<file path="config.mk">
export PLATFORM = sky130hd
export DESIGN_NAME = gbs_iou
export DESIGN_NICKNAME = d
export VERILOG_FILES = /design/src/design/gbs_pkg.sv /design/src/design/gbs_iou.sv
export SDC_FILE = /design/constraint.sdc
export NUM_CORES = 2
export LEC_CHECK = 0
export BUFFER_PORTS_ARGS = -buffer_cell sky130_fd_sc_hd__buf_2
export CAP_MARGIN = 0
export CORE_MARGIN = 1
export CORE_UTILIZATION = 45
export CTS_BUF_LIST = sky130_fd_sc_hd__clkbuf_4
export DETAILED_ROUTE_END_ITERATION = 12
export HOLD_SLACK_MARGIN = 0.15
export PLACE_DENSITY = 0.73
export SLEW_MARGIN = 20
export SYNTH_ARGS = -nofsm -noshare
export SYNTH_HDL_FRONTEND = slang
export SYNTH_SLANG_ARGS = --single-unit
</file>
<file path="constraint.sdc">
create_clock -name aclk -period 9.6 [get_ports aclk]
set_clock_uncertainty 0.1 [all_clocks]
set_input_delay 1.92 -clock aclk [delete_from_list [all_inputs] [get_ports aclk]]
set_output_delay 1.92 -clock aclk [all_outputs]
set_load 0.005 [all_outputs]
</file>
<file path="src/design/gbs_pkg.sv">
// Shared constants, record types and register codes for the greedy box suppression block.
// No dependencies; every other design file imports this package.
package gbs_pkg;

    localparam int MAX_KEPT    = 64;
    localparam int COORD_WIDTH = 16;

    localparam int EXT_W   = COORD_WIDTH - 1;   // width / height / overlap
    localparam int EDGE_W  = COORD_WIDTH + 1;   // edges at full precision
    localparam int AREA_W  = 2 * EXT_W;
    localparam int SUM_W   = AREA_W + 1;        // area sum and union
    localparam int THR_W   = 16;
    localparam int PROD_W  = THR_W + SUM_W;
    localparam int LHS_W   = AREA_W + THR_W;    // inter << 16

    localparam int INDEX_W = 14;
    localparam logic [INDEX_W-1:0] INDEX_MAX = {INDEX_W{1'b1}};

    localparam int CNT_W  = $clog2(MAX_KEPT + 1);
    localparam int ADDR_W = (MAX_KEPT > 1) ? $clog2(MAX_KEPT) : 1;

    localparam int APB_AW = 3;
    localparam logic [THR_W-1:0] THR_RESET = 16'd29491;

    // register index codes (paddr bit 2 selects the register)
    localparam logic REG_IOU_THRESHOLD = 1'b0;

    typedef struct packed {
        logic signed [EDGE_W-1:0] x0;
        logic signed [EDGE_W-1:0] y0;
        logic signed [EDGE_W-1:0] x1;
        logic signed [EDGE_W-1:0] y1;
        logic        [AREA_W-1:0] area;
    } kept_t;

    typedef struct packed {
        logic busy;
        logic hit;
    } iou_stat_t;

endpackage

</file>
<file path="src/design/gbs_iou.sv">
// Pipelined overlap test: candidate against one stored box per cycle, four stages.
// Depends on gbs_pkg for the record and status types.
module gbs_iou (
    input  logic                     aclk,
    input  logic                     aresetn,
    input  logic                     in_tag,
    input  gbs_pkg::kept_t           cand,
    input  gbs_pkg::kept_t           stored,
    input  logic [gbs_pkg::THR_W-1:0] threshold,
    output gbs_pkg::iou_stat_t       stat
);
    import gbs_pkg::*;

    // stage 1: overlap extents and area sum
    logic             tag1_reg;
    logic [EXT_W-1:0] ox_reg, oy_reg;
    logic [SUM_W-1:0] sum1_reg;
    // stage 2: intersection
    logic              tag2_reg;
    logic [AREA_W-1:0] inter2_reg;
    logic [SUM_W-1:0]  sum2_reg;
    // stage 3: union
    logic              tag3_reg;
    logic [AREA_W-1:0] inter3_reg;
    logic [SUM_W-1:0]  uni3_reg;
    // stage 4: threshold times union
    logic              tag4_reg;
    logic [AREA_W-1:0] inter4_reg;
    logic [PROD_W-1:0] prod4_reg;

    logic signed [EDGE_W-1:0] lo_x, hi_x, lo_y, hi_y;
    logic signed [EDGE_W:0]   dx, dy;
    logic [EXT_W-1:0]         ox_next, oy_next;
    logic [LHS_W-1:0]         lhs;

    always_comb begin
        lo_x = (cand.x0 > stored.x0) ? cand.x0 : stored.x0;
        hi_x = (cand.x1 < stored.x1) ? cand.x1 : stored.x1;
        lo_y = (cand.y0 > stored.y0) ? cand.y0 : stored.y0;
        hi_y = (cand.y1 < stored.y1) ? cand.y1 : stored.y1;
        dx   = {hi_x[EDGE_W-1], hi_x} - {lo_x[EDGE_W-1], lo_x};
        dy   = {hi_y[EDGE_W-1], hi_y} - {lo_y[EDGE_W-1], lo_y};
        // overlap never exceeds the narrower extent, so it fits EXT_W bits
        ox_next = (hi_x > lo_x) ? dx[EXT_W-1:0] : '0;
        oy_next = (hi_y > lo_y) ? dy[EXT_W-1:0] : '0;
    end

    always_ff @(posedge aclk) begin
        if (!aresetn) begin
            tag1_reg <= 1'b0;
            tag2_reg <= 1'b0;
            tag3_reg <= 1'b0;
            tag4_reg <= 1'b0;
        end else begin
            tag1_reg <= in_tag;
            tag2_reg <= tag1_reg;
            tag3_reg <= tag2_reg;
            tag4_reg <= tag3_reg;
        end
    end

    always_ff @(posedge aclk) begin
        ox_reg     <= ox_next;
        oy_reg     <= oy_next;
        sum1_reg   <= {1'b0, cand.area} + {1'b0, stored.area};
        inter2_reg <= AREA_W'(ox_reg) * AREA_W'(oy_reg);
        sum2_reg   <= sum1_reg;
        inter3_reg <= inter2_reg;
        uni3_reg   <= sum2_reg - {1'b0, inter2_reg};
        inter4_reg <= inter3_reg;
        prod4_reg  <= PROD_W'(threshold) * PROD_W'(uni3_reg);
    end

    assign lhs = {inter4_reg, {THR_W{1'b0}}};

    assign stat.hit  = tag4_reg && ({1'b0, lhs} > prod4_reg);
    assign stat.busy = tag1_reg | tag2_reg | tag3_reg | tag4_reg;

endmodule

</file>
==> run summary <==
STATUS
---------------------------------------------------------------------------------
Outcome                                                                 completed

DETAILED ROUTING
---------------------------------------------------------------------------------
Post-DR vias/cell                                                            5.19
Number of nets with antenna violations after detailed routing                   0
WL per Instance                                                           16.5 µm
Aggregate routed wire length                                            85,600 µm
Initial detailed-routing violation count                                    1,387
Total vias in the final route                                               26.9k
Number of optimization iterations in the first detailed-route pass              5
DRC Markers                                                                     0

CELLS AND AREA
---------------------------------------------------------------------------------
Count of filler cells inserted in the layout                                7,210
Layout cells sized above 1                                                  8.25%
Synth-to-Final Area Change                                                  8.03%
Flip-flop count of the largest register after layout                           47
# nets final                                                                5,296
Post-route design area                                                 38,600 µm²
Post-Layout Cell Count                                                      5,184
Highest-count cells in the layout ignoring fill and taps             sky130_fd_sc_hd__inv_1, sky130_fd_sc_hd__fa_1, sky130_fd_sc_hd__nand2_1, sky130_fd_sc_hd__ha_1, sky130_fd_sc_hd__and2_1
Most common cell after layout, fill and taps aside                   sky130_fd_sc_hd__inv_1

FLOORPLAN
---------------------------------------------------------------------------------
Chip width                                                                 284 µm
Effective utilization at floorplan                                          45.8%
Number of cell rows                                                           102
Placeable core area                                                    78,000 µm²
Number of I/O pins                                                            217
Total die area                                                         80,500 µm²
Vertical die dimension                                                     284 µm

STA
---------------------------------------------------------------------------------
Hold WS                                                                  0.208 ns
F_max                                                                     124 MHz
Crit path time final                                                      8.08 ns
Worst slew margin                                                           30.8%
Final period util                                                           84.2%
Worst Max-Slew Pin Slew                                                   1.04 ns
Slew Limit Fails                                                                0
Final count of hold timing violations                                           0
RSZ-0062 raised after global routing                                        false
Total of endpoints with negative setup slack in the final report                0
Sum of negative setup slack                                                  0 ns

WORST SETUP PATH
---------------------------------------------------------------------------------
Count of buffer and inverter cells on the critical path                         4
Data required time at the worst endpoint                                 10.12 ns
Worst EP arrival                                                          8.60 ns
Critical path endpoint category                                         flip-flop
Crit start category                                                     input pin
Stage delay of the slowest cell on the critical path                      0.61 ns
Worst R2R Path Depth                                                           22
Highest fanout seen on the critical path                                       31
R2r setup slk                                                             2.25 ns
Path length in cells of the critical path                                      21
Worst path most repeated cell                                        sky130_fd_sc_hd__fa_1
Critical path's top delay family                                      adder cells
Worst flop-to-flop path endpoint                                     prod4_reg[39]
Slowest library cell on the worst path                               sky130_fd_sc_hd__buf_2
Category of the critical setup timing path                           input pin to flip-flop
Cell Chain, Critical Path                                            buf_2, nand2_1, fa_1, fa_1, fa_1, inv_1, fa_1, fa_1, inv_1, fa_1, inv_1, ha_1, a21o_1, a211o_1, a2111oi_0, a21oi_1, a21oi_1, o21ai_1, a31o_1, a21oi_1, xnor2_1
R2R Path Start                                                        uni3_reg[7]

SYNTH
---------------------------------------------------------------------------------
Async set-or-reset flop fraction in the synthesized netlist                    0%
Main area contributors after synthesis                               sky130_fd_sc_hd__fa_1, sky130_fd_sc_hd__dfxtp_1, sky130_fd_sc_hd__ha_1
Fraction of the yosys area taken by sequential cells                        14.8%
Post-synth top area cell                                             sky130_fd_sc_hd__fa_1
Distinct cells, synth                                                          67
Instance count of the mapped netlist                                        3,934
Top_reg_cell synth                                                   sky130_fd_sc_hd__dfxtp_1
Number of synthesized register bits                                           264
Count of flip-flops with a built-in enable after synthesis                      0
Net count of the mapped netlist                                             5,127
Syn avg cell area                                                        9.07 µm²
Area of the mapped netlist                                             35,700 µm²
Warnings, synthesis                                                             0
Synth top area share                                                        32.2%

MIN PATH
---------------------------------------------------------------------------------
Beginning of the worst hold path                                     sum1_reg[24]
Worst Hold Endpoint                                                  sum2_reg[24]
Tightest Hold Check Type                                             flip-flop to flip-flop
Worst hold path cell count                                                      0

GRT
---------------------------------------------------------------------------------
Antenna violations before repair                                                4
First-pass GRT wire length                                             143,000 µm
GRT overflow                                                                    0
Largest net degree at the start of global routing                              32
Vias in the first global route                                              28.8k
Overall Global Routing Usage                                                21.9%

CLOCK NETWORK
---------------------------------------------------------------------------------
CTS clk-pin slew, worst paths                                             0.07 ns
CTS Buffer Depth                                                                3
CTS tree                                                                      yes
Number of CTS-inserted buffers                                                 67
Clock net sink count                                                          264
# Post-CTS Setup Buffers                                                        0
Hold_buf cts                                                                    0
Quantity of gates resized following cts                                         0
Total number of H-tree levels                                                   3
Clock Tree Root                                                      sky130_fd_sc_hd__clkbuf_4
Clk Latency, worst-skew pair                                              0.71 ns

PLACEMENT
---------------------------------------------------------------------------------
# placed instances                                                          5,074
Final weighted congestion of routability-driven global placement            0.875
HPWL reported at the end of detailed placement                          68,600 µm
Number of buffers added on ports                                              216
Placement Cell Area                                                    37,700 µm²

FLOW RUN
---------------------------------------------------------------------------------
Max-cap violation count                                                         0

[layer usage]
| layer | wire length, µm | up-vias | track usage [%] |
|---|---|---|---|
| met5 | 23 | - | 0 |
| met4 | 2070 | 4 | 6.35 |
| met3 | 7010 | 165 | 4.98 |
| met2 | 40900 | 961 | 37.5 |
| met1 | 35600 | 13100 | 27.5 |
| li1 | - | 12700 | - |
[how the worst max path moves through the flow]
| stage | to | from |
|---|---|---|
| after floorplan | prod4_reg[39] | threshold[7] |
| after global placement | prod4_reg[39] | threshold[1] |
| after detailed placement | prod4_reg[39] | threshold[1] |
| after CTS | prod4_reg[39] | threshold[1] |
| after global routing | prod4_reg[39] | threshold[1] |
| final | prod4_reg[39] | threshold[2] |
[kinds of logic (layout without fill, tap and decap cells)]
group                    after synthesis  in the layout  share of synthesized area (%)
AO/OA/AOI/OAI                        483            483                           8.74
XOR/XNOR                             136            136                           3.34
adder cells (fa/ha/maj)              978            978                           46.4
buffers and inverters                884           1093                           9.32
flip-flops                           264            264                           14.8
multiplexers                          72             72                           2.14
other                                  0              1                              0
AND/OR/NAND/NOR                     1117           1117                           15.3
[final cells by class]
type / count / area (µm²) / share of cell area (%)
Clock buffer: 86 / 646 / 1.67
Timing Repair Buffer: 225 / 1150 / 2.98
Clock inverter: 23 / 239 / 0.620
Inverter: 759 / 2850 / 7.39
Tap cell: 1040 / 1300 / 3.37
Antenna cell: 1 / 2.50 / 0.00649
Sequential cell: 264 / 5290 / 13.7
Multi-Input combinational cell: 2786 / 27100 / 70.3
[Yosys cell counts, drive strengths merged, types with 3 or more instances]
cell and n:
nand2 489, or4 3, nand2b 28, a31oi 15, mux2i 37, o21bai 19
nand4 30, clkbuf 120, nor2 105, and2 312, o21ai 84, mux2 35
ha 403, o31ai 13, a211o 7, a21oi 165, a2111oi 5, a31o 6
a211oi 8, and4 4, a221o 3, nor4 9, nor3 28, nor2b 35
nor3b 7, a41oi 4, a21o 92, and3 20, a21boi 11, a311oi 3
xnor2 90, or2 3, or3 6, buf 5, xor2 46, o211ai 10
o21a 20, inv 759, nand3 34, dfxtp 264, o31a 5, fa 575
[metrics by stage]
| stage | utilization, % | worst slack (ns) |
|---|---|---|
| final | 49.5 | 1.52 |
| after global routing | 49.5 | 1.47 |
| after CTS | 49.4 | 1.77 |
| after detailed placement | 48.3 | 0.991 |
| after global placement | 48.3 | 1.12 |
| after floorplan | - | 1.82 |
Power is left out: the tool's default activity adds up to more than one toggle a clock period on the data nets, which glitch-free logic cannot reach.
