**src/design/gbs_pkg.sv**
```systemverilog
// Shared constants, record types and register codes for the greedy box suppression block.
// No dependencies; every other design file imports this package.
package gbs_pkg;

    localparam int MAX_KEPT    = 64;
    localparam int COORD_WIDTH = 16;

    localparam int EXT_W   = COORD_WIDTH - 1;   // width / height / overlap
    localparam int EDGE_W  = COORD_WIDTH + 1;   // edges at full precision
    localparam int AREA_W  = 2 * EXT_W;
    localparam int SUM_W   = AREA_W + 1;        // area sum and union
    localparam int THR_W   = 16;
    localparam int PROD_W  = THR_W + SUM_W;
    localparam int LHS_W   = AREA_W + THR_W;    // inter << 16

    localparam int INDEX_W = 14;
    localparam logic [INDEX_W-1:0] INDEX_MAX = {INDEX_W{1'b1}};

    localparam int CNT_W  = $clog2(MAX_KEPT + 1);
    localparam int ADDR_W = (MAX_KEPT > 1) ? $clog2(MAX_KEPT) : 1;

    localparam int APB_AW = 3;
    localparam logic [THR_W-1:0] THR_RESET = 16'd29491;

    // register index codes (paddr bit 2 selects the register)
    localparam logic REG_IOU_THRESHOLD = 1'b0;

    typedef struct packed {
        logic signed [EDGE_W-1:0] x0;
        logic signed [EDGE_W-1:0] y0;
        logic signed [EDGE_W-1:0] x1;
        logic signed [EDGE_W-1:0] y1;
        logic        [AREA_W-1:0] area;
    } kept_t;

    typedef struct packed {
        logic busy;
        logic hit;
    } iou_stat_t;

endpackage

```
**src/design/gbs_cell.sv**
```systemverilog
// One cell of the kept-box ring: holds a stored box and its area.
// Depends on gbs_pkg for the record type.
module gbs_cell (
    input  logic          aclk,
    input  logic          shift,
    input  logic          load,
    input  gbs_pkg::kept_t nbr_in,
    input  gbs_pkg::kept_t new_in,
    output gbs_pkg::kept_t rec_out
);
    import gbs_pkg::*;

    kept_t rec_reg;
    kept_t rec_next;

    always_comb begin
        rec_next = rec_reg;
        if (load) begin
            rec_next = new_in;
        end else if (shift) begin
            rec_next = nbr_in;
        end
    end

    always_ff @(posedge aclk) begin
        rec_reg <= rec_next;
    end

    assign rec_out = rec_reg;

endmodule

```
**config.mk**
```make
export PLATFORM = sky130hd
export DESIGN_NAME = gbs_cell
export DESIGN_NICKNAME = d
export VERILOG_FILES = /design/src/design/gbs_pkg.sv /design/src/design/gbs_cell.sv
export SDC_FILE = /design/constraint.sdc
export NUM_CORES = 1
export LEC_CHECK = 0
export ABC_CLOCK_PERIOD_IN_PS = 5900
export BUFFER_PORTS_ARGS = -buffer_cell sky130_fd_sc_hd__buf_2
export CAP_MARGIN = 20
export CORE_AREA = 4 4 112 114
export DETAILED_ROUTE_END_ITERATION = 7
export DIE_AREA = 0 0 116 118
export MAX_ROUTING_LAYER = met4
export PLACE_DENSITY = 0.8
export SLEW_MARGIN = 0
export SYNTH_ARGS = -nofsm -noshare
export SYNTH_HDL_FRONTEND = slang
export SYNTH_SLANG_ARGS = --single-unit
```
**constraint.sdc**
```tcl
create_clock -name aclk -period 5.9 [get_ports aclk]
set_input_delay 0.295 -clock aclk [delete_from_list [all_inputs] [get_ports aclk]]
set_output_delay 0.295 -clock aclk [all_outputs]
set_load 0.005 [all_outputs]
```
==> impl_metrics.py, run 1 <==
metrics = {
    "status": {
        "status": "complete, no violations",
    },
    "yosys": {
        "proportion_of_netlist_area_held_by_the_largest_area_contributor_pct": 70.7,
        "post-synth-top-area-cell": "sky130_fd_sc_hd__edfxtp_1",
        "number_of_instances_in_the_synthesized_netlist": 208,
        "syn-mean-instance-area_sq_um": 20.0,
        "synth.cells.most_frequent": "sky130_fd_sc_hd__edfxtp_1, sky130_fd_sc_hd__mux2_2, sky130_fd_sc_hd__mux2_4",
        "yosysMostFrequentCell": "sky130_fd_sc_hd__edfxtp_1",
        "post_synth_edffs": 98,
        "yosys_warnings": 0,
        "synth_seq_area_share_pct": 70.7,
        "dominantRegCellSynth": "sky130_fd_sc_hd__edfxtp_1",
        "ys_seq_elements": 98,
        "mappedNetlistArea_sq_um": 4160,
        "yosysUniqueCellTypes": 6,
        "synth-async-reset-ratio_pct": 0,
        "netlist_top_cells_area": "sky130_fd_sc_hd__edfxtp_1, sky130_fd_sc_hd__mux2_2, sky130_fd_sc_hd__mux2_4, sky130_fd_sc_hd__buf_2, sky130_fd_sc_hd__buf_6",
        "syn_nets": 407,
    },
    "place": {
        "cell_area_after_placement_sq_um": 5770,
        "gpl.final_weighted_congestion": 0.798,
        "dp_hpwl_microns": 8770,
        "placement.io_buffers": 296,
        "placement.setup.worst_slack_ns": 3.50,
    },
    "sta": {
        "setup_repair_after_global_routing_missed_its_margin": "no",
        "finalMaxSlewViolations": 0,
        "max_slew.worst_pin.slew_ns": 0.659,
        "finalCriticalPeriod_ns": 1.83,
        "postLayoutSetupSlackWorst_ns": 4.07,
        "final_setup_vio_count": 0,
        "totalNegativeSetupSlack_ns": 0,
        "final-hold-violation-count": 0,
        "post-route-period-util_pct": 31.0,
        "max-slew-margin-rel_pct": 56.1,
        "fmax_mhz": 547,
    },
    "critical_path": {
        "critPathLaunchType": "input pin",
        "crit_path_cell_trace": "buf_4 > or2_4 > buf_4 > buf_16",
        "critPathLaunch": "load",
        "path_delay_family": "buffers and inverters",
        "endpoint_kind": "flip-flop",
        "timing.critical_path.fanout_max": 60,
        "critPathMostFrequentCell": "sky130_fd_sc_hd__buf_4",
        "critical_path_class": "input pin to flip-flop",
        "worst_ep_arrival_time_ns": 1.83,
        "crit_path_buf_inv_count": 3,
        "critical_path_required_ns": 5.91,
        "max_stage_delay_ns": 0.48,
        "cp_slowest_cell": "sky130_fd_sc_hd__buf_4",
    },
    "hold_path": {
        "holdCritStartpoint": "nbr_in[88]",
        "min_to": "rec_out[88]$_DFFE_PP_",
        "worstHoldPathType": "input pin to flip-flop",
        "worstHoldPathCells": 2,
    },
    "clock_tree": {
        "holdBufCountCts": 0,
        "clock_path_buffers": 2,
        "htree_levels": 3,
        "cts_resized": 0,
        "numClockSinks": 98,
        "clockRootBuffer": "sky130_fd_sc_hd__clkbuf_16",
        "clkTransAtPathRegs_ns": 0.06,
        "cts_made_buffers": 9,
        "clock_tree_from_tritoncts": "built",
        "cts_post_setup_buffers_inserted": 0,
    },
    "global_route": {
        "grt_antenna_before_repair": 2,
        "gr-total-overflow": 0,
        "grt_util_all_layers_pct": 15.8,
        "number_of_global_route_vias_before_repair": 3208,
        "grt_first_pass_wirelength_microns": 15900,
        "grt_start_max_net_pins": 99,
    },
    "power": {
        "total_switching_power_w": 0.000357,
        "ir_drop_v": 0.000119,
        "combinationalPowerShare_pct": 14.0,
        "p_sw_share_pct": 20.2,
        "power.sequential.fraction_pct": 49.4,
        "p_int_w": 0.00141,
        "clockPowerShare_pct": 36.6,
        "cellLeakagePower_nw": 2.78,
        "power_density_nw_per_um2": 288,
    },
    "layout": {
        "area_growth_pct": 47.4,
        "postLayoutCoreUtil_pct": 53.7,
        "fillCellCount": 960,
        "fin_nets": 706,
        "non_filler_cell_area_final_sq_um": 6130,
        "largest_reg_flops": 98,
        "layout-drive-gt1-share_pct": 80.7,
    },
    "floorplan": {
        "rows": 39,
        "fp.dieW_microns": 116,
        "start_util_pct": 36.4,
        "die_area_sq_um": 13700,
        "core_sq_um": 11400,
        "pin_count": 297,
        "die_height_microns": 118,
    },
    "drt": {
        "drc": 0,
        "total_length_of_routed_wires_microns": 11100,
        "route.detailed.wl_per_inst_microns": 16.9,
        "detail_route_antenna_nets": 0,
        "first_pass_iters": 4,
        "drtIter0Drc": 175,
        "routed-via-count": 2978,
        "detail_routed_via_count_per_cell": 4.53,
    },
    "job": {
        "cap_violations": 0,
    },
}
## logic make-up after synthesis
logic type / synth area share, %
multiplexers: 27.3
flip-flops: 70.7
buffers and inverters: 1.77
AND/OR/NAND/NOR: 0.150
## power by group through the flow
stage / Clock (W) / Combinational, W / Sequential (W)
after floorplan: 0 / 0.0000809 / 0.000903
after global placement: 0 / 0.000242 / 0.000887
after detailed placement: 0 / 0.000250 / 0.000891
after CTS: 0.000667 / 0.000250 / 0.000877
after global routing: 0.000697 / 0.000270 / 0.000881
final: 0.000648 / 0.000248 / 0.000874
## metal layers
| layer | wire, microns | GRT usage [%] | vias to the layer above |
|---|---|---|---|
| met3 | 1190 | 5.19 | 15 |
| li1 | - | - | 1424 |
| met2 | 6090 | 29.0 | 166 |
| met1 | 3660 | 15.3 | 1373 |
| met5 | 0 | - | - |
| met4 | 197 | 5.29 | 0 |
## layout make-up
cell class / count / area (sq um) / area share, %
flip-flops and latches: 98 / 2940 / 48.0
repair buffers: 299 / 1530 / 24.9
multi-input cells: 99 / 1150 / 18.7
clock buffers: 10 / 229 / 3.73
well taps: 143 / 179 / 2.92
clock inverters: 6 / 105 / 1.71
diodes: 2 / 5.00 / 0.0816
## placed cells by master, fill, tap and decap left out, drive strengths merged
cell    Yosys  layout
mux2       98      98
buf        11     299
or2         1       1
edfxtp     98      98
bufinv      0       3
clkbuf      0      10
clkinv      0       3
diode       0       2
## stage by stage
step / hold slack (ns) / cells / power, W
5_1_grt: 0.241 / 657 / 0.00185
3_3_place_gp: 0.596 / 638 / 0.00113
6_report: 0.260 / 657 / 0.00177
2_1_floorplan: 0.512 / 208 / 0.000984
4_1_cts: 0.244 / 654 / 0.00179
3_5_place_dp: 0.600 / 638 / 0.00114
## worst max path at each step
stage / endpoint / depth (start not counted)
floorplan: rec_out[0]$_DFFE_PP_ / 4
global placement: rec_out[57]$_DFFE_PP_ / 3
detailed placement: rec_out[15]$_DFFE_PP_ / 3
CTS: rec_out[8]$_DFFE_PP_ / 3
global route: rec_out[55]$_DFFE_PP_ / 4
finish: rec_out[59]$_DFFE_PP_ / 4
No activity file was read; power rests on OpenSTA's default activity.
==> run 2: changes to the inputs <==
--- a/config.mk
+++ b/config.mk
@@ -5,14 +5,15 @@
 export SDC_FILE = /design/constraint.sdc
 export NUM_CORES = 1
 export LEC_CHECK = 0
-export ABC_CLOCK_PERIOD_IN_PS = 5900
+export ABC_AREA = 1
+export ABC_CLOCK_PERIOD_IN_PS = 1500
 export BUFFER_PORTS_ARGS = -buffer_cell sky130_fd_sc_hd__buf_2
 export CAP_MARGIN = 20
-export CORE_AREA = 4 4 112 114
+export CORE_MARGIN = 4
+export CORE_UTILIZATION = 37
 export DETAILED_ROUTE_END_ITERATION = 7
-export DIE_AREA = 0 0 116 118
 export MAX_ROUTING_LAYER = met4
-export PLACE_DENSITY = 0.8
+export PLACE_DENSITY = 0.84
 export SLEW_MARGIN = 0
 export SYNTH_ARGS = -nofsm -noshare
 export SYNTH_HDL_FRONTEND = slang
==> constraint.sdc (replaced) <==
create_clock -name aclk -period 1.5 [get_ports aclk]
set_input_delay 0.075 -clock aclk [delete_from_list [all_inputs] [get_ports aclk]]
set_output_delay 0.075 -clock aclk [all_outputs]
set_load 0.005 [all_outputs]
==> impl_metrics.py, run 2 <==
metrics = {
    "status": {
        "status": "complete, no violations",
    },
    "floorplan": {
        "core_sq_um": 11000,
        "rows": 38,
        "die_area_sq_um": 13100,
        "die_height_microns": 114,
        "start_util_pct": 38.2,
        "pin_count": 297,
        "fp.dieW_microns": 114,
    },
    "yosys": {
        "syn-mean-instance-area_sq_um": 10.1,
        "netlist_top_cells_area": "sky130_fd_sc_hd__edfxtp_1, sky130_fd_sc_hd__nand2_1, sky130_fd_sc_hd__buf_2, sky130_fd_sc_hd__buf_6, sky130_fd_sc_hd__buf_4",
        "dominantRegCellSynth": "sky130_fd_sc_hd__edfxtp_1",
        "synth.cells.most_frequent": "sky130_fd_sc_hd__nand2_1, sky130_fd_sc_hd__edfxtp_1, sky130_fd_sc_hd__buf_2",
        "post_synth_edffs": 98,
        "yosys_warnings": 0,
        "yosysUniqueCellTypes": 7,
        "post-synth-top-area-cell": "sky130_fd_sc_hd__edfxtp_1",
        "yosysMostFrequentCell": "sky130_fd_sc_hd__nand2_1",
        "syn_nets": 614,
        "number_of_instances_in_the_synthesized_netlist": 415,
        "synth_seq_area_share_pct": 70.2,
        "synth-async-reset-ratio_pct": 0,
        "proportion_of_netlist_area_held_by_the_largest_area_contributor_pct": 70.2,
        "mappedNetlistArea_sq_um": 4190,
        "ys_seq_elements": 98,
    },
    "sta": {
        "setup_repair_after_global_routing_missed_its_margin": "no",
        "fin_hold_ws_ns": 0.0112,
        "totalNegativeSetupSlack_ns": 0,
        "final-hold-violation-count": 0,
        "finalMaxSlewViolations": 0,
        "max_slew.worst_pin.slew_ns": 0.547,
        "post-route-period-util_pct": 87.8,
        "fmax_mhz": 759,
        "finalCriticalPeriod_ns": 1.32,
        "max-slew-margin-rel_pct": 63.5,
        "final_setup_vio_count": 0,
    },
    "critical_path": {
        "critPathLaunchType": "input pin",
        "crit_path_cell_trace": "dlygate4sd3_1 > buf_2 > nand2_1 > nand2_1 > dlygate4sd3_1",
        "timing.critical_path.fanout_max": 1,
        "cp_slowest_cell": "sky130_fd_sc_hd__dlygate4sd3_1",
        "endpoint_kind": "flip-flop",
        "critical_path_class": "input pin to flip-flop",
        "worst_ep_arrival_time_ns": 1.40,
        "critical_path_required_ns": 1.59,
        "max_stage_delay_ns": 0.56,
    },
    "clock_tree": {
        "clkTransAtPathRegs_ns": 0.07,
        "htree_levels": 3,
        "clock_path_buffers": 2,
        "numClockSinks": 98,
        "cts_made_buffers": 9,
        "cts_post_setup_buffers_inserted": 0,
        "clock_tree_from_tritoncts": "built",
        "clockRootBuffer": "sky130_fd_sc_hd__clkbuf_16",
    },
    "global_route": {
        "grt_start_max_net_pins": 56,
        "number_of_global_route_vias_before_repair": 3940,
        "grt_first_pass_wirelength_microns": 18700,
        "grt_antenna_before_repair": 0,
        "grt_util_all_layers_pct": 19.2,
        "gr-total-overflow": 0,
    },
    "power": {
        "power_density_nw_per_um2": 1070,
        "ir_drop_v": 0.000517,
        "cellLeakagePower_nw": 3.47,
    },
    "drt": {
        "total_length_of_routed_wires_microns": 13000,
        "routed-via-count": 4022,
        "route.detailed.wl_per_inst_microns": 14.4,
        "wl_met3_microns": 1250,
        "first_pass_iters": 4,
        "drtIter0Drc": 207,
        "wl_met1_microns": 4560,
        "drc": 0,
        "routed.top_layer": "met4",
        "route.met2.wl_microns": 6780,
        "detail_route_antenna_nets": 0,
        "detail_routed_via_count_per_cell": 4.46,
    },
    "layout": {
        "non_filler_cell_area_final_sq_um": 6620,
        "top_library_cells_by_usage_in_the_layout_fill_and_taps_aside": "sky130_fd_sc_hd__buf_2, sky130_fd_sc_hd__nand2_1, sky130_fd_sc_hd__edfxtp_1",
        "area_growth_pct": 57.8,
        "final_common_cell": "sky130_fd_sc_hd__buf_2",
        "antenna-diode-count": 0,
        "layout-drive-gt1-share_pct": 41.9,
        "largest_reg_flops": 98,
        "fin_nets": 955,
        "stdcell_count": 901,
        "postLayoutCoreUtil_pct": 60.2,
    },
    "place": {
        "cell_area_after_placement_sq_um": 5790,
        "placement.io_buffers": 296,
        "gpl.final_weighted_congestion": 0.813,
        "numPlacedInstances": 836,
        "dp_hpwl_microns": 9350,
    },
    "job": {
        "cap_violations": 0,
    },
    "hold_path": {
        "worstHoldPathType": "input pin to flip-flop",
    },
}
## run 2: cell count changes after synthesis, sizes merged
cell,change
buf,+10
mux2,-98
inv,+1
nand2,+294
## run 2: layer usage
| metal | GRT usage [%] | up-vias |
|---|---|---|
| met2 | 34.4 | 210 |
| met1 | 20.0 | 1768 |
| met4 | 9.11 | 0 |
| li1 | - | 2014 |
| met5 | - | - |
| met3 | 4.02 | 30 |
## run 2: kinds of logic (layout without fill, tap and decap cells)
family | count (synthesis) | in the layout | synth area share [%]
simple gates | 295 | 295 | 26.5
buf+inv | 22 | 368 | 3.31
flops | 98 | 98 | 70.2
## run 2: metrics by stage
step	power, W	setup WS, ns
2_1_floorplan	0.00384	0.0330
3_3_place_gp	0.00445	0.323
3_5_place_dp	0.00449	0.305
4_1_cts	0.00716	0.225
5_1_grt	0.00740	0.141
6_report	0.00711	0.183
## run 2: timing repair
| item | CTS | global route |
|---|---|---|
| hold buffers | 49 | 0 |
| hold endpoints to repair | 37 | 0 |
| resized for setup | 0 | 0 |
## run 2: final cells by class
cell class / count / area, sq um
clock inverters: 6 / 105
clock buffers: 10 / 229
repair buffers: 351 / 2040
flip-flops and latches: 98 / 2940
inverters: 1 / 6.26
well taps: 140 / 175
fillers: 885 / 4370
multi-input cells: 295 / 1110
## run 2: worst paths after layout
check	startpoint	cells after the start	to	slack, ns
max	nbr_in[10]	5	rec_out[10]$_DFFE_PP_	0.18
min	new_in[2]	3	rec_out[2]$_DFFE_PP_	0.01
## run 2: worst max-delay path: cells and delay by family
family	cells	cell delay [ns]
simple gates	2	0.12
buf+inv	3	1.20
## run 2: power by group
part	switching, W	internal (W)	total (W)	leakage (nW)
logic	0.000538	0.000571	0.00111	2.29
clock network	0.000943	0.00162	0.00256	0.166
registers	0.0000698	0.00336	0.00343	1.01
==> run 3: changes to the inputs <==
--- a/config.mk
+++ b/config.mk
@@ -6,14 +6,14 @@
 export NUM_CORES = 1
 export LEC_CHECK = 0
 export ABC_AREA = 1
-export ABC_CLOCK_PERIOD_IN_PS = 1500
+export ABC_CLOCK_PERIOD_IN_PS = 1350
 export BUFFER_PORTS_ARGS = -buffer_cell sky130_fd_sc_hd__buf_2
 export CAP_MARGIN = 20
-export CORE_MARGIN = 4
-export CORE_UTILIZATION = 37
+export CORE_AREA = 4 4 113 115
 export DETAILED_ROUTE_END_ITERATION = 7
+export DIE_AREA = 0 0 117 119
 export MAX_ROUTING_LAYER = met4
-export PLACE_DENSITY = 0.84
+export PLACE_DENSITY = 0.79
 export SLEW_MARGIN = 0
 export SYNTH_ARGS = -nofsm -noshare
 export SYNTH_HDL_FRONTEND = slang
==> constraint.sdc (replaced) <==
create_clock -name aclk -period 1.35 [get_ports aclk]
set_input_delay 0.0675 -clock aclk [delete_from_list [all_inputs] [get_ports aclk]]
set_output_delay 0.0675 -clock aclk [all_outputs]
set_load 0.005 [all_outputs]
==> impl_metrics.py, run 3 (synthesized netlist as in run 2, its figures left out) <==
metrics = {
    "layout": {
        "non_filler_cell_area_final_sq_um": 7420,
        "area_growth_pct": 77.0,
        "top_library_cells_by_usage_in_the_layout_fill_and_taps_aside": "sky130_fd_sc_hd__buf_2, sky130_fd_sc_hd__nand2_1, sky130_fd_sc_hd__dlygate4sd3_1",
        "largest_reg_flops": 98,
        "seq_area_sq_um": 2940,
        "fin_nets": 1041,
        "fillCellCount": 901,
        "multi_input_area_sq_um": 1110,
        "final_common_cell": "sky130_fd_sc_hd__buf_2",
        "layout-drive-gt1-share_pct": 37.3,
    },
    "place": {
        "placement.io_buffers": 296,
        "cell_area_after_placement_sq_um": 5810,
        "gpl.final_weighted_congestion": 0.793,
        "dp_hpwl_microns": 9300,
    },
    "critical_path": {
        "critical_path_class": "input pin to flip-flop",
        "timing.critical_path.fanout_max": 1,
        "critPathLaunchType": "input pin",
        "critical_path_required_ns": 1.43,
        "endpoint_kind": "flip-flop",
        "worst_ep_arrival_time_ns": 1.43,
    },
    "floorplan": {
        "rows": 40,
        "die_area_sq_um": 13900,
        "core_sq_um": 11800,
        "start_util_pct": 35.5,
        "fp.dieW_microns": 117,
        "pin_count": 297,
        "die_height_microns": 119,
    },
    "global_route": {
        "number_of_global_route_vias_before_repair": 4597,
        "grt_util_all_layers_pct": 21.3,
        "gr-total-overflow": 0,
        "grt_antenna_before_repair": 1,
        "grt_first_pass_wirelength_microns": 22000,
        "grt_start_max_net_pins": 68,
    },
    "clock_tree": {
        "clockRootBuffer": "sky130_fd_sc_hd__clkbuf_16",
        "cts_post_setup_buffers_inserted": 0,
        "clock_path_buffers": 2,
        "clkTransAtPathRegs_ns": 0.07,
        "htree_levels": 3,
        "cts_resized": 0,
        "cts_made_buffers": 9,
        "clock_tree_from_tritoncts": "built",
        "numClockSinks": 98,
    },
    "hold_path": {
        "worstHoldPathType": "input pin to flip-flop",
        "worstHoldPathCells": 3,
    },
    "power": {
        "power_density_nw_per_um2": 1020,
        "ir_drop_v": 0.000677,
        "cellLeakagePower_nw": 3.81,
    },
    "drt": {
        "drtIter0Drc": 185,
        "detail_routed_via_count_per_cell": 4.51,
        "detail_route_antenna_nets": 0,
        "route.detailed.wl_per_inst_microns": 15.0,
        "drc": 0,
        "total_length_of_routed_wires_microns": 14900,
        "routed-via-count": 4487,
        "first_pass_iters": 4,
    },
    "job": {
        "cap_violations": 0,
    },
    "sta": {
        "fmax_mhz": 740,
        "final-hold-violation-count": 0,
        "postLayoutSetupSlackWorst_ns": -0.000468,
        "post-route-period-util_pct": 100,
        "finalMaxSlewViolations": 0,
        "max_slew.worst_pin.slew_ns": 0.527,
        "max-slew-margin-rel_pct": 64.8,
        "final_setup_vio_count": 1,
        "fin_hold_ws_ns": 0.0119,
        "finalCriticalPeriod_ns": 1.35,
    },
    "status": {
        "status": "finished with violations",
        "violations": "negative setup slack",
    },
}
run 3: repair_timing:
item	CTS	global route
hold buffers	136	0
endpoints found under the setup margin	0	1
endpoints found under the hold margin	82	0
run 3: final timing paths:
path	slack, ns	end	start
max	-0.0005	rec_out[20]$_DFFE_PP_	nbr_in[20]
min	0.01	rec_out[68]$_DFFE_PP_	new_in[68]
run 3: power by group:
| part | leakage (nW) | switching (W) | internal [W] | total [W] |
|---|---|---|---|---|
| registers | 1.01 | 0.0000799 | 0.00374 | 0.00382 |
| logic | 2.67 | 0.000665 | 0.000840 | 0.00151 |
| clock network | 0.128 | 0.00102 | 0.00124 | 0.00226 |
| total | 3.81 | 0.00177 | 0.00581 | 0.00758 |
run 3: critical path, cell delays in order:
cell and delay, ns:
sky130_fd_sc_hd__dlygate4sd3_1 0.53, sky130_fd_sc_hd__buf_2 0.12, sky130_fd_sc_hd__nand2_1 0.06, sky130_fd_sc_hd__nand2_1 0.06
sky130_fd_sc_hd__dlygate4sd3_1 0.58
run 3: metal layers:
layer | global-route usage (%) | routed length [microns]
met4 | 8.39 | 310
met5 | - | 0
met2 | 39.2 | 8120
met3 | 4.32 | 1150
met1 | 21.8 | 5330
run 3: layout make-up:
type / instances / area share, %
Antenna cell: 1 / 0.0337
Clock buffer: 12 / 3.19
Clock inverter: 4 / 0.253
Inverter: 1 / 0.0843
Multi-Input combinational cell: 295 / 15.0
Sequential cell: 98 / 39.7
Tap cell: 147 / 2.48
Timing Repair Buffer: 437 / 39.3
run 3: through the flow:
stage / power, W / cells / setup TNS (ns) / setup WS [ns] / util, %
6_report: 0.00758 / 995 / -0.000468 / -0.000468 / 62.8
2_1_floorplan: 0.00427 / 415 / -9.62 / -0.0982 / -
5_1_grt: 0.00796 / 995 / -0.00284 / -0.00284 / 62.8
3_3_place_gp: 0.00497 / 843 / 0 / 0.275 / 49.2
3_5_place_dp: 0.00501 / 843 / 0 / 0.258 / 49.2
4_1_cts: 0.00764 / 995 / 0 / 0.0771 / 62.9
